**src/rtl/core/serial_packet_deframer_crc8_defines.svh**
```systemverilog
// Assertion macros used by the deframer controller.
`ifndef SERIAL_PACKET_DEFRAMER_CRC8_DEFINES_SVH
`define SERIAL_PACKET_DEFRAMER_CRC8_DEFINES_SVH

// Same-cycle implication, checked out of reset.
`define SPDC8_ASSERT_IMP(label, clk, rst, ante, cons, msg) \
   label: assert property (@(posedge clk) disable iff (rst) (ante) |-> (cons)) \
      else $error(msg);

// Next-cycle implication, checked out of reset.
`define SPDC8_ASSERT_NXT(label, clk, rst, ante, cons, msg) \
   label: assert property (@(posedge clk) disable iff (rst) (ante) |=> (cons)) \
      else $error(msg);

`endif

```
**src/rtl/core/spdc8_pkg.sv**
```systemverilog
package spdc8_pkg;

   localparam int HDR_BYTES = 8;
   localparam int HDR_IDX_W = $clog2(HDR_BYTES);

   // Header byte positions
   localparam int HDR_PORT   = 0;
   localparam int HDR_FLAG   = 1;
   localparam int HDR_ID     = 2;
   localparam int HDR_SEQ    = 3;
   localparam int HDR_LEN_LO = 4;
   localparam int HDR_LEN_HI = 5;

   localparam logic [7:0]  SYNC_FIRST        = 8'h55;
   localparam logic [7:0]  SYNC_SECOND       = 8'hAA;
   localparam logic [7:0]  CRC_POLY          = 8'h07;
   localparam logic [15:0] MAX_PAYLOAD_RESET = 16'd256;

   typedef enum logic [1:0] {
      PH_SYNC1,
      PH_SYNC2,
      PH_HEADER,
      PH_PAYLOAD
   } phase_type;

   typedef enum logic [1:0] {
      KIND_HUNT    = 2'd0,
      KIND_HEADER  = 2'd1,
      KIND_PAYLOAD = 2'd2,
      KIND_CHECK   = 2'd3
   } kind_type;

   typedef enum logic [2:0] {
      STAT_NONE    = 3'd0,
      STAT_OK      = 3'd1,
      STAT_XOR_ERR = 3'd2,
      STAT_CRC_ERR = 3'd3,
      STAT_LEN_ERR = 3'd4
   } status_type;

   // CRC-8, MSB first, one byte
   function automatic logic [7:0] crc8_byte(input logic [7:0] crc, input logic [7:0] b);
      logic [7:0] c;
      c = crc ^ b;
      for (int k = 0; k < 8; k++) begin
         c = c[7] ? ({c[6:0], 1'b0} ^ CRC_POLY) : {c[6:0], 1'b0};
      end
      return c;
   endfunction

   // CRC after the two sync bytes
   localparam logic [7:0] SYNC_CRC = crc8_byte(crc8_byte(8'h00, SYNC_FIRST), SYNC_SECOND);

   typedef struct packed {
      logic       load_rsp;
      logic       hdr_clear;
      logic       hdr_write;
      logic       start_payload;
      logic       pay_byte;
      logic       start_replay;
      logic       replay_step;
      kind_type   kind;
      status_type status;
      logic       show;
   } ctrl_cmd_type;

   typedef struct packed {
      logic sync1_hit;
      logic sync2_hit;
      logic hdr_last;
      logic crc_ok;
      logic len_zero;
      logic len_over;
      logic pay_last;
      logic check_ok;
      logic replay_last;
   } dp_status_type;

endpackage

```
**src/rtl/core/spdc8_ctrl.sv**
```systemverilog
`include "serial_packet_deframer_crc8_defines.svh"

module spdc8_ctrl (
   input  logic                    clock,
   input  logic                    reset,
   input  logic                    req_valid,
   output logic                    req_ready,
   output logic                    rsp_valid,
   input  logic                    rsp_ready,
   input  spdc8_pkg::dp_status_type dp_status,
   output logic                    replay_active,
   output spdc8_pkg::ctrl_cmd_type  cmd
);
   import spdc8_pkg::*;

   phase_type phase_ff, phase_in;
   logic      replay_ff, replay_in;
   logic      rsp_valid_ff, rsp_valid_in;
   logic      accept;
   logic      step;

   // Take a byte when not replaying and the output slot frees up this cycle
   assign req_ready     = !replay_ff && (!rsp_valid_ff || rsp_ready);
   assign accept        = req_valid && req_ready;
   assign step          = accept || replay_ff;
   assign replay_active = replay_ff;
   assign rsp_valid     = rsp_valid_ff;

   // Commands for the byte being consumed
   always_comb begin
      cmd             = '0;
      cmd.kind        = KIND_HUNT;
      cmd.status      = STAT_NONE;
      cmd.load_rsp    = accept;
      cmd.replay_step = replay_ff;
      if (step) begin
         case (phase_ff)
            PH_SYNC1: begin
               cmd.kind = KIND_HUNT;
            end
            PH_SYNC2: begin
               cmd.hdr_clear = 1'b1;
            end
            PH_HEADER: begin
               cmd.kind      = KIND_HEADER;
               cmd.hdr_write = 1'b1;
               if (dp_status.hdr_last) begin
                  if (!dp_status.crc_ok) begin
                     cmd.status       = STAT_CRC_ERR;
                     cmd.start_replay = !replay_ff;
                  end else if (dp_status.len_zero) begin
                     cmd.status = STAT_OK;
                     cmd.show   = 1'b1;
                  end else if (dp_status.len_over) begin
                     cmd.status = STAT_LEN_ERR;
                     cmd.show   = 1'b1;
                  end else begin
                     cmd.start_payload = 1'b1;
                  end
               end
            end
            PH_PAYLOAD: begin
               cmd.show = 1'b1;
               if (!dp_status.pay_last) begin
                  cmd.kind     = KIND_PAYLOAD;
                  cmd.pay_byte = 1'b1;
               end else begin
                  cmd.kind   = KIND_CHECK;
                  cmd.status = dp_status.check_ok ? STAT_OK : STAT_XOR_ERR;
               end
            end
            default: begin
               cmd.kind = KIND_HUNT;
            end
         endcase
      end
   end

   // Advance the hunt phase
   always_comb begin
      phase_in = phase_ff;
      if (step) begin
         case (phase_ff)
            PH_SYNC1: begin
               if (dp_status.sync1_hit) phase_in = PH_SYNC2;
            end
            PH_SYNC2: begin
               phase_in = dp_status.sync2_hit ? PH_HEADER : PH_SYNC1;
            end
            PH_HEADER: begin
               if (dp_status.hdr_last) begin
                  phase_in = (dp_status.crc_ok && !dp_status.len_zero && !dp_status.len_over)
                             ? PH_PAYLOAD : PH_SYNC1;
               end
            end
            PH_PAYLOAD: begin
               if (dp_status.pay_last) phase_in = PH_SYNC1;
            end
            default: begin
               phase_in = PH_SYNC1;
            end
         endcase
      end
   end

   // Replay runs for the eight stored header bytes
   always_comb begin
      replay_in = replay_ff;
      if (cmd.start_replay) begin
         replay_in = 1'b1;
      end else if (replay_ff && dp_status.replay_last) begin
         replay_in = 1'b0;
      end
   end

   // Hold the result until it is taken
   assign rsp_valid_in = accept || (rsp_valid_ff && !rsp_ready);

   always_ff @(posedge clock) begin
      if (reset) begin
         phase_ff     <= PH_SYNC1;
         replay_ff    <= 1'b0;
         rsp_valid_ff <= 1'b0;
      end else begin
         phase_ff     <= phase_in;
         replay_ff    <= replay_in;
         rsp_valid_ff <= rsp_valid_in;
      end
   end

   `SPDC8_ASSERT_IMP(a_replay_blocks_input, clock, reset, replay_ff, !req_ready,
                     "input taken during header replay")
   `SPDC8_ASSERT_NXT(a_crc_err_starts_replay, clock, reset,
                     cmd.load_rsp && cmd.status == STAT_CRC_ERR, replay_ff,
                     "header crc error did not start a replay")
   `SPDC8_ASSERT_IMP(a_replay_no_payload, clock, reset, replay_ff, phase_ff != PH_PAYLOAD,
                     "replay reached the payload phase")
   `SPDC8_ASSERT_IMP(a_replay_no_header_end, clock, reset,
                     replay_ff && phase_ff == PH_HEADER, !dp_status.hdr_last,
                     "replay completed a header")

endmodule

```
**src/rtl/core/spdc8_dp.sv**
```systemverilog
module spdc8_dp (
   input  logic                     clock,
   input  logic                     reset,
   input  logic                     csr_wr_en,
   input  logic [15:0]              csr_wr_data,
   input  logic [7:0]               req_rx_byte,
   input  logic                     replay_active,
   input  spdc8_pkg::ctrl_cmd_type  cmd,
   output spdc8_pkg::dp_status_type dp_status,
   output logic [7:0]               rsp_data_byte,
   output logic [1:0]               rsp_byte_kind,
   output logic [2:0]               rsp_status,
   output logic [7:0]               rsp_port,
   output logic [7:0]               rsp_flag,
   output logic [7:0]               rsp_node_id,
   output logic [7:0]               rsp_seq_num,
   output logic [15:0]              rsp_payload_len
);
   import spdc8_pkg::*;

   logic [7:0]           hdr_store_ff [HDR_BYTES];
   logic [HDR_IDX_W-1:0] hdr_cnt_ff, hdr_cnt_in;
   logic [HDR_IDX_W-1:0] replay_cnt_ff, replay_cnt_in;
   logic [7:0]           crc_ff, crc_in;
   logic [15:0]          pay_left_ff, pay_left_in;
   logic [7:0]           xor_ff, xor_in;
   logic [15:0]          max_payload_ff, max_payload_in;

   logic [7:0]  data_byte_ff, data_byte_in;
   logic [1:0]  byte_kind_ff, byte_kind_in;
   logic [2:0]  status_ff, status_in;
   logic [7:0]  port_ff, port_in;
   logic [7:0]  flag_ff, flag_in;
   logic [7:0]  node_id_ff, node_id_in;
   logic [7:0]  seq_num_ff, seq_num_in;
   logic [15:0] payload_len_ff, payload_len_in;

   logic [7:0]  byte_sel;
   logic [15:0] hdr_len;

   // Pick the live byte or the stored header byte under replay
   assign byte_sel = replay_active ? hdr_store_ff[replay_cnt_ff] : req_rx_byte;
   assign hdr_len  = {hdr_store_ff[HDR_LEN_HI], hdr_store_ff[HDR_LEN_LO]};

   // Status back to the controller
   always_comb begin
      dp_status.sync1_hit   = (byte_sel == SYNC_FIRST);
      dp_status.sync2_hit   = (byte_sel == SYNC_SECOND);
      dp_status.hdr_last    = (hdr_cnt_ff == HDR_IDX_W'(HDR_BYTES - 1));
      dp_status.crc_ok      = (crc_ff == byte_sel);
      dp_status.len_zero    = (hdr_len == 16'd0);
      dp_status.len_over    = (hdr_len > max_payload_ff);
      dp_status.pay_last    = (pay_left_ff == 16'd0);
      dp_status.check_ok    = (byte_sel == xor_ff);
      dp_status.replay_last = (replay_cnt_ff == HDR_IDX_W'(HDR_BYTES - 1));
   end

   // Header count, crc, payload and replay counters, check accumulator and payload limit
   always_comb begin
      hdr_cnt_in = hdr_cnt_ff;
      crc_in     = crc_ff;
      if (cmd.hdr_clear) begin
         hdr_cnt_in = '0;
         crc_in     = SYNC_CRC;
      end else if (cmd.hdr_write) begin
         hdr_cnt_in = hdr_cnt_ff + HDR_IDX_W'(1);
         crc_in     = crc8_byte(crc_ff, byte_sel);
      end

      pay_left_in = pay_left_ff;
      xor_in      = xor_ff;
      if (cmd.start_payload) begin
         pay_left_in = hdr_len;
         xor_in      = 8'h00;
      end else if (cmd.pay_byte) begin
         pay_left_in = pay_left_ff - 16'd1;
         xor_in      = xor_ff ^ byte_sel;
      end

      replay_cnt_in = replay_cnt_ff;
      if (cmd.start_replay) begin
         replay_cnt_in = '0;
      end else if (cmd.replay_step) begin
         replay_cnt_in = replay_cnt_ff + HDR_IDX_W'(1);
      end

      max_payload_in = csr_wr_en ? csr_wr_data : max_payload_ff;
   end

   // Result fields, header fields zeroed unless shown
   always_comb begin
      data_byte_in   = byte_sel;
      byte_kind_in   = cmd.kind;
      status_in      = cmd.status;
      port_in        = cmd.show ? hdr_store_ff[HDR_PORT] : 8'h00;
      flag_in        = cmd.show ? hdr_store_ff[HDR_FLAG] : 8'h00;
      node_id_in     = cmd.show ? hdr_store_ff[HDR_ID] : 8'h00;
      seq_num_in     = cmd.show ? hdr_store_ff[HDR_SEQ] : 8'h00;
      payload_len_in = cmd.show ? hdr_len : 16'h0000;
   end

   // Control registers
   always_ff @(posedge clock) begin
      if (reset) begin
         hdr_cnt_ff     <= '0;
         replay_cnt_ff  <= '0;
         crc_ff         <= 8'h00;
         pay_left_ff    <= 16'd0;
         xor_ff         <= 8'h00;
         max_payload_ff <= MAX_PAYLOAD_RESET;
      end else begin
         hdr_cnt_ff     <= hdr_cnt_in;
         replay_cnt_ff  <= replay_cnt_in;
         crc_ff         <= crc_in;
         pay_left_ff    <= pay_left_in;
         xor_ff         <= xor_in;
         max_payload_ff <= max_payload_in;
      end
   end

   // Header store
   always_ff @(posedge clock) begin
      if (cmd.hdr_write) begin
         hdr_store_ff[hdr_cnt_ff] <= byte_sel;
      end
   end

   // Output register, loaded on each input transfer
   always_ff @(posedge clock) begin
      if (cmd.load_rsp) begin
         data_byte_ff   <= data_byte_in;
         byte_kind_ff   <= byte_kind_in;
         status_ff      <= status_in;
         port_ff        <= port_in;
         flag_ff        <= flag_in;
         node_id_ff     <= node_id_in;
         seq_num_ff     <= seq_num_in;
         payload_len_ff <= payload_len_in;
      end
   end

   assign rsp_data_byte   = data_byte_ff;
   assign rsp_byte_kind   = byte_kind_ff;
   assign rsp_status      = status_ff;
   assign rsp_port        = port_ff;
   assign rsp_flag        = flag_ff;
   assign rsp_node_id     = node_id_ff;
   assign rsp_seq_num     = seq_num_ff;
   assign rsp_payload_len = payload_len_ff;

endmodule

```
**src/rtl/core/serial_packet_deframer_crc8.sv**
```systemverilog
// Sync-header packet deframer with a CRC-8 header check.
// Input channel req_*: one received byte per transfer on req_rx_byte.
// Result channel rsp_*: one result per input byte, in order: the echoed byte,
// its kind (hunt/sync, header, payload, check), a status code and the
// port, flag, id, sequence and length fields of the current header, which read
// zero outside payload, check and zero-length or oversized header-end bytes.
// csr_wr_en/csr_wr_data write the largest accepted payload length at once.
// A result is registered and valid in the cycle after its byte transfers.
// Throughput: one byte per cycle outside replays and rsp_ready stalls, set by
// the single output register, which takes a new byte in the same cycle that
// the old result is taken. After a header CRC error the eight stored header
// bytes go back through the sync hunt, one per cycle, with req_ready low.
// A stalled rsp_ready holds the result and drops req_ready until it is taken.
// Reset (synchronous): hunt for the first sync byte, no result pending,
// payload limit back to 256; header storage is not cleared.
module serial_packet_deframer_crc8 (
   input  logic        clock,
   input  logic        reset,
   input  logic        req_valid,
   output logic        req_ready,
   input  logic [7:0]  req_rx_byte,
   output logic        rsp_valid,
   input  logic        rsp_ready,
   output logic [7:0]  rsp_data_byte,
   output logic [1:0]  rsp_byte_kind,
   output logic [2:0]  rsp_status,
   output logic [7:0]  rsp_port,
   output logic [7:0]  rsp_flag,
   output logic [7:0]  rsp_node_id,
   output logic [7:0]  rsp_seq_num,
   output logic [15:0] rsp_payload_len,
   input  logic        csr_wr_en,
   input  logic [15:0] csr_wr_data
);
   import spdc8_pkg::*;

   ctrl_cmd_type  cmd;
   dp_status_type dp_status;
   logic          replay_active;

   spdc8_ctrl u_ctrl (
      .clock         (clock),
      .reset         (reset),
      .req_valid     (req_valid),
      .req_ready     (req_ready),
      .rsp_valid     (rsp_valid),
      .rsp_ready     (rsp_ready),
      .dp_status     (dp_status),
      .replay_active (replay_active),
      .cmd           (cmd)
   );

   spdc8_dp u_dp (
      .clock           (clock),
      .reset           (reset),
      .csr_wr_en       (csr_wr_en),
      .csr_wr_data     (csr_wr_data),
      .req_rx_byte     (req_rx_byte),
      .replay_active   (replay_active),
      .cmd             (cmd),
      .dp_status       (dp_status),
      .rsp_data_byte   (rsp_data_byte),
      .rsp_byte_kind   (rsp_byte_kind),
      .rsp_status      (rsp_status),
      .rsp_port        (rsp_port),
      .rsp_flag        (rsp_flag),
      .rsp_node_id     (rsp_node_id),
      .rsp_seq_num     (rsp_seq_num),
      .rsp_payload_len (rsp_payload_len)
   );

endmodule

```
**config.mk**
```make
export PLATFORM = sky130hd
export DESIGN_NAME = serial_packet_deframer_crc8
export DESIGN_NICKNAME = d
export VERILOG_FILES = /design/src/rtl/core/spdc8_pkg.sv /design/src/rtl/core/spdc8_ctrl.sv /design/src/rtl/core/spdc8_dp.sv /design/src/rtl/core/serial_packet_deframer_crc8.sv
export VERILOG_INCLUDE_DIRS = /design/src /design/src/rtl/core
export SDC_FILE = /design/constraint.sdc
export NUM_CORES = 1
export LEC_CHECK = 0
export ABC_CLOCK_PERIOD_IN_PS = 5200
export BUFFER_PORTS_ARGS = -buffer_cell sky130_fd_sc_hd__buf_4
export CORE_MARGIN = 4
export CORE_UTILIZATION = 61
export CTS_BUF_LIST = sky130_fd_sc_hd__clkbuf_8
export DETAILED_ROUTE_END_ITERATION = 12
export PLACE_DENSITY = 0.8
export SLEW_MARGIN = 0
export SYNTH_ARGS = -nofsm -noshare
export SYNTH_HDL_FRONTEND = slang
export SYNTH_HIERARCHICAL = 1
export SYNTH_SLANG_ARGS = --single-unit
```
**constraint.sdc**
```tcl
create_clock -name clock -period 5.2 [get_ports clock]
set_input_delay 1.04 -clock clock [delete_from_list [all_inputs] [get_ports clock]]
set_output_delay 1.04 -clock clock [all_outputs]
set_load 0.02 [all_outputs]
```
### Word level (Yosys, flattened, before mapping)

Memories as Yosys holds them, arrays and structs flattened. A register that Yosys moved wholly into a read port is not among the register bits.
Cells that the tools add are included.

| cells by class | value |
|---|---|
| add/subtract/negate cells | 3 |
| order comparisons | 1 |
| eq/ne operators | 12 |
| muxes and demuxes | 48 |
| bitwise gates (word level) | 10 |
| reductions and logical operators | 28 |

Operators with widths:

| kind | number |
|---|---|
| 3-bit 2-to-1 mux | 12 |
| 16-bit zero test | 2 |
| 16-bit 2-to-1 mux | 2 |
| 3-bit inverter | 8 |
| 1-bit 2-to-1 mux | 17 |
| 8-bit equality test | 2 |
| 16-bit > comparator | 1 |
| 16-bit by 1-bit subtractor with 16-bit output (second input constant) | 1 |
| 8-bit XOR | 2 |
| 5-bit 2-to-1 mux | 3 |
| 2-bit 2-to-1 mux | 7 |
| 4-bit 2-to-1 mux | 3 |
| 1-bit zero test | 9 |
| 8-bit by 7-bit equality test with 1-bit output (second input constant) | 1 |
| 8-bit equality test (second input constant) | 1 |
| 8-bit 2-to-1 mux | 1 |
| 2-bit case mux with 4 select lines | 1 |
| 4-bit case mux with 2 select lines | 1 |
| 3-bit by 1-bit adder with 3-bit output (second input constant) | 2 |
| 3-bit equality test (second input constant) | 2 |
| 1-bit logical AND | 6 |
| 2-bit nonzero test | 3 |
| 2-bit OR reduction | 3 |
| 2-bit equality test (second input constant) | 2 |
| other kinds (7) | 10 |

| word-level totals | value |
|---|---|
| flip-flop bits (word level) | 87 |
| RAM bits | 64 |
| input bits | 29 |
| output and inout bits | 63 |
| word-level logic and storage cells | 117 |
| memories | 1 |

Memories:

| memory | depth | bits a word | rd ports | clocked after Yosys merged registers in | wr ports | line | RTL |
|---|---|---|---|---|---|---|---|
| u_dp.hdr_store_ff | 8 | 8 | 7 | 5 | 1 | spdc8_dp.sv:21 | `logic [7:0] hdr_store_ff [HDR_BYTES];` |

### Longest topological paths before layout

| depth | value |
|---|---|
| depth after elaboration | 20 |
| mapped depth | 17 |
| depth with buffers taken out | 14 |

### By module

Netlist, hierarchy kept.

Modules (own cells, without submodules):

| module | instances | cells each | area an instance (um^2) | sequential area each (um^2) |
|---|---|---|---|---|
| spdc8_dp | 1 | 602 | 8065.2 | 4894.7 |
| spdc8_ctrl | 1 | 52 | 416.6 | 80.1 |

### Worst setup path before layout

Ideal clock, no wire load.

| timing path | value |
|---|---|
| path kind | register to register |
| from | reg (tool-made name) |
| to | reg u_dp.pay_left_ff[15] |
| library setup time | 128 ps |
| data arrival time | 3468 ps |
| data required time | 5072 ps |
| slack | 1604 ps |
| stages on the path, launching flop included | 17 |
| buffers on the path | 4 |
| clock period less this slack | 3596 ps |
| path through | dfxtp_1 > buf_6 > buf_6 > mux4_2 > mux2_2 > mux2i_2 > xor2_1 > ha_1 > nand3_1 > nor3_1 > nand2b_1 > nor4_1 > clkbuf_1 > clkbuf_1 > nor2_1 > a21oi_1 > nor2_1 |

RTL lines:

| item | line | RTL |
|---|---|---|
| to (signal assigned) | spdc8_dp.sv:115 | `pay_left_ff <= pay_left_in;` |
| to (decl) | spdc8_dp.sv:25 | `logic [15:0] pay_left_ff, pay_left_in;` |

==> impl_metrics.csv <==
group,metric,value,unit
timing,max_freq,0.228,GHz
place,finalWeightedCongestion,0.807,
worst_setup_path,cell_by_cell_trace_of_the_critical_path,"mux4_2 -> mux2_2 -> mux2i_2 -> xor2_1 -> ha_1 -> nand3_1 -> nor3_1 -> nand2b_1 -> nor4_2 -> buf_4 -> or2_2 -> nor2_1",
hold_path,worstHoldEndpoint,"u_dp/max_payload_ff[8]",
run,maxCapViolCount,0,
hold_path,timing.hold.worst.class,"flip-flop to flip-flop",
layout,ratio_of_cells_with_drive_above_1_in_the_final_layout,0.236,
drt,postRouteAntennaNets,0,
worst_setup_path,type_of_destination_of_the_critical_path,"flip-flop",
clock_network,tritoncts_clock_tree,"built",
timing,setup_repair_after_global_routing_missed_its_margin,"false",
layout,antenna-diode-count,0,
timing,setup_tns,0,ps
clock_network,clk_pin_slew,90,ps
hold_path,hold_path_startpoint,"u_dp/max_payload_ff[8]",
worst_setup_path,reg2reg_slack,820,ps
clock_network,number_of_buffers_inserted_by_post_cts_setup_repair,0,
worst_setup_path,worst-path-max-fanout,33,
drt,detailedRoute.firstPassIterationCount,5,
worst_setup_path,cp.arrival,4750,ps
grt,globalRouteTotalUtil,0.233,
layout,finish.instance_area,0.00976,mm^2
timing,timing.clock.skew,18.9,ps
synth,synth_warnings,6,
worst_setup_path,crit_family,"simple AND/OR/NAND/NOR gates",
clock_network,cts_num_sinks,186,
synth,synth_enable_flop_cells,125,
synth,avgSynthCellArea,13.0,um^2
floorplanning,die_area,0.0159,mm^2
timing,post-route-period-util,0.843,
power,seqPwrFrac,0.559,
worst_setup_path,timing.critical_path.slowest_stage_cell,"sky130_fd_sc_hd__dfxtp_1",
clock_network,cts-root-buf,"sky130_fd_sc_hd__clkbuf_8",
place,detailedPlace.worstSlack,831,ps
grt,grt_overflow,0,
synth,synth-seq-area-share,0.587,
power,p_clk_frac,0.371,
drt,wire_per_inst,19.5,um
layout,syn2layout_area_growth,15.0,%
synth,post_synth_inst_count,654,
place,numPortBuffers,91,
drt,drc,0,
clock_network,ctsHtreeMaxLevel,4,
floorplanning,dieHeight,126,um
timing,setup_viol,0,
worst_setup_path,worst-endpoint-required,5560,ps
power,worst_ir_drop_vdd,0.000222,V
worst_setup_path,setup.worst_path.class,"flip-flop to flip-flop",
worst_setup_path,worstReg2RegEnd,"u_dp/xor_ff[4]",
power,power_density_over_the_cells,297,mW/mm^2
floorplanning,initial_utilization,0.630,
floorplanning,top_level_ports,92,
floorplanning,rows,42,
grt,grt_start_max_net_pins,62,
synth,yosys_register_bits,186,
hold_path,depth_of_the_worst_hold_timing_path,2,
clock_network,clk-insertion-delay-late,470,ps
timing,period_needed,4380,ps
timing,final_critical_path_setup_slack,815,ps
timing,hold-worst-slack,499,ps
place,hpwl,12800,um
floorplanning,core_area,0.0135,mm^2
timing,max_slew_margin,0.385,
drt,drtIter0Drc,426,
layout,final.fill_count,881,
grt,antenna_found_initial,0,
run_status,status,"finished, final reports clean",
synth,syn-cell-area,0.00848,mm^2
synth,synth_cell_types,63,
worst_setup_path,setup.worst_path.start_class,"flip-flop",
synth,synth_nets,708,
timing,tightestPinTransition,918,ps
drt,via_per_inst,5.80,
clock_network,cts_buffers,17,
clock_network,hold_buffers,0,
power,fraction_of_power_spent_switching_nets,0.216,
timing,finalMaxSlewViolations,0,
grt,first_global_vias,5307,
worst_setup_path,cp_slowest_stage_delay,910,ps
place,placedInstanceArea,0.00930,mm^2
clock_network,post_cts.resized_instances,0,
worst_setup_path,critPathBufInv,1,
layout,final_util,0.725,
floorplanning,floorplan.die.width,126,um
power,p_leak,3.75,nW
drt,detailroute.via_count,5426,
drt,routed_wl,18200,um
power,comb_power_share,0.071,
power,p_int,0.00227,W
synth,synth_async_sr_flop_share,0,
power,power.switching,0.000626,W
layout,final_nets,801,
worst_setup_path,worstRegToRegCells,12,
clock_network,cts_buffer_depth,2,
synth,synth_ff_type,"sky130_fd_sc_hd__edfxtp_1",
grt,grt_first_pass_wirelength,28500,um
timing,timing.final.hold_violations,0,
## registers in the layout, indices dropped and copies added (netlist names), 8 cells and up, named ones only
name and cells:
u_dp/crc_ff 8, u_dp/hdr_store_ff 64, u_dp/max_payload_ff 16, u_dp/pay_left_ff 16, u_dp/rsp_data_byte 8, u_dp/rsp_flag 8, u_dp/rsp_node_id 8, u_dp/rsp_payload_len 16
u_dp/rsp_port 8, u_dp/rsp_seq_num 8, u_dp/xor_ff 8
## area by class of cell
class / count / area [um^2] / share of cell area
clock inverters: 14 / 204 / 0.0209
clock buffers: 18 / 248 / 0.0254
inverters: 31 / 119 / 0.0122
repair buffers: 104 / 781 / 0.0800
well taps: 176 / 220 / 0.0226
flip-flops and latches: 186 / 4970 / 0.510
multi-input cells: 407 / 3210 / 0.329
## worst reg2reg max path: stages (launching register included)
cell,delay [ps]
sky130_fd_sc_hd__dfxtp_1,910
sky130_fd_sc_hd__mux4_2,600
sky130_fd_sc_hd__mux2_2,280
sky130_fd_sc_hd__mux2i_2,330
sky130_fd_sc_hd__xor2_1,290
sky130_fd_sc_hd__ha_1,210
sky130_fd_sc_hd__nand3_1,80
sky130_fd_sc_hd__nor3_1,460
sky130_fd_sc_hd__nand2b_1,250
sky130_fd_sc_hd__nor4_2,180
sky130_fd_sc_hd__buf_4,340
sky130_fd_sc_hd__or2_2,260
sky130_fd_sc_hd__nor2_1,80
## placed cells by master, fill, tap and decap left out, types with 13 or more instances in the layout
cell type,count
sky130_fd_sc_hd__a21oi_1,30
sky130_fd_sc_hd__and2_1,48
sky130_fd_sc_hd__buf_4,104
sky130_fd_sc_hd__clkbuf_8,18
sky130_fd_sc_hd__dfxtp_1,61
sky130_fd_sc_hd__edfxtp_1,125
sky130_fd_sc_hd__ha_1,25
sky130_fd_sc_hd__inv_1,32
sky130_fd_sc_hd__mux2i_1,24
sky130_fd_sc_hd__nand2_1,13
sky130_fd_sc_hd__nor2_1,75
sky130_fd_sc_hd__nor3_1,16
sky130_fd_sc_hd__xnor2_1,29
## worst max path at each step
stage / from / endpoint / cells after the start
6_report: flip-flop / u_dp/xor_ff[4] / 12
5_1_grt: flip-flop / u_dp/pay_left_ff[10] / 13
4_1_cts: flip-flop / u_dp/xor_ff[4] / 12
3_5_place_dp: flip-flop / u_dp/xor_ff[0] / 12
3_3_place_gp: flip-flop / u_dp/xor_ff[5] / 12
2_1_floorplan: flip-flop / u_dp/pay_left_ff[15] / 16
## power by group through the flow
stage / Clock [W] / Combinational, W / Sequential [W]
after global routing: 0.00116 / 0.000219 / 0.00162
after detailed placement: 0 / 0.000205 / 0.00165
after global placement: 0 / 0.000197 / 0.00165
after floorplan: 0 / 0.0000896 / 0.00168
final: 0.00107 / 0.000204 / 0.00162
after CTS: 0.00109 / 0.000206 / 0.00162
## cells by family (layout without fill, tap and decap cells)
| family | after synthesis | count (layout) | share of synthesized area |
|---|---|---|---|
| AO/OA/AOI/OAI | 67 | 67 | 0.0494 |
| XOR/XNOR | 49 | 49 | 0.0612 |
| adder cells (fa/ha/maj) | 25 | 25 | 0.0369 |
| buffers and inverters | 61 | 167 | 0.0363 |
| flip-flops | 186 | 186 | 0.587 |
| multiplexers | 53 | 53 | 0.0972 |
| AND/OR/NAND/NOR | 213 | 213 | 0.132 |
## cell usage after synthesis (all sizes together) (2+ instances only)
cell | number | area (um^2)
dfxtp | 61 | 1220
or3 | 6 | 37.5
o211ai | 3 | 22.5
nand3 | 7 | 40.0
or4 | 2 | 15.0
inv | 31 | 119
mux2i | 30 | 367
a31o | 2 | 17.5
xnor3 | 3 | 67.6
nor2 | 76 | 288
o21ai | 11 | 55.1
xnor2 | 30 | 270
o21a | 5 | 37.5
xor2 | 16 | 181
nor3 | 17 | 90.1
nor4 | 12 | 75.1
a211oi | 2 | 15.0
nand3b | 3 | 35.0
and2 | 48 | 300
mux2 | 7 | 82.6
nor2b | 11 | 68.8
nand2b | 5 | 38.8
a21o | 5 | 38.8
a21oi | 33 | 180
ha | 25 | 313
edfxtp | 125 | 3750
clkbuf | 16 | 80.1
mux4 | 16 | 375
buf | 14 | 109
nand4 | 9 | 56.3
nand2 | 14 | 55.1
## through the flow
step                      power, W  cells
after global placement     0.00185    904
after detailed placement   0.00186    904
final                      0.00290    936
after floorplan            0.00177    654
after CTS                  0.00291    936
after global routing       0.00300    936
## routing by layer
metal  track usage  routed length, um  share of wire  vias up
li1              -                  -              -     2519
met1         0.300               7370           0.40     2644
met2         0.375               8960           0.49      218
met3        0.0635               1350          0.074       45
met4         0.101                540          0.030        0
met5             0                  0              0        -
(Power assumes the default switching activity.)
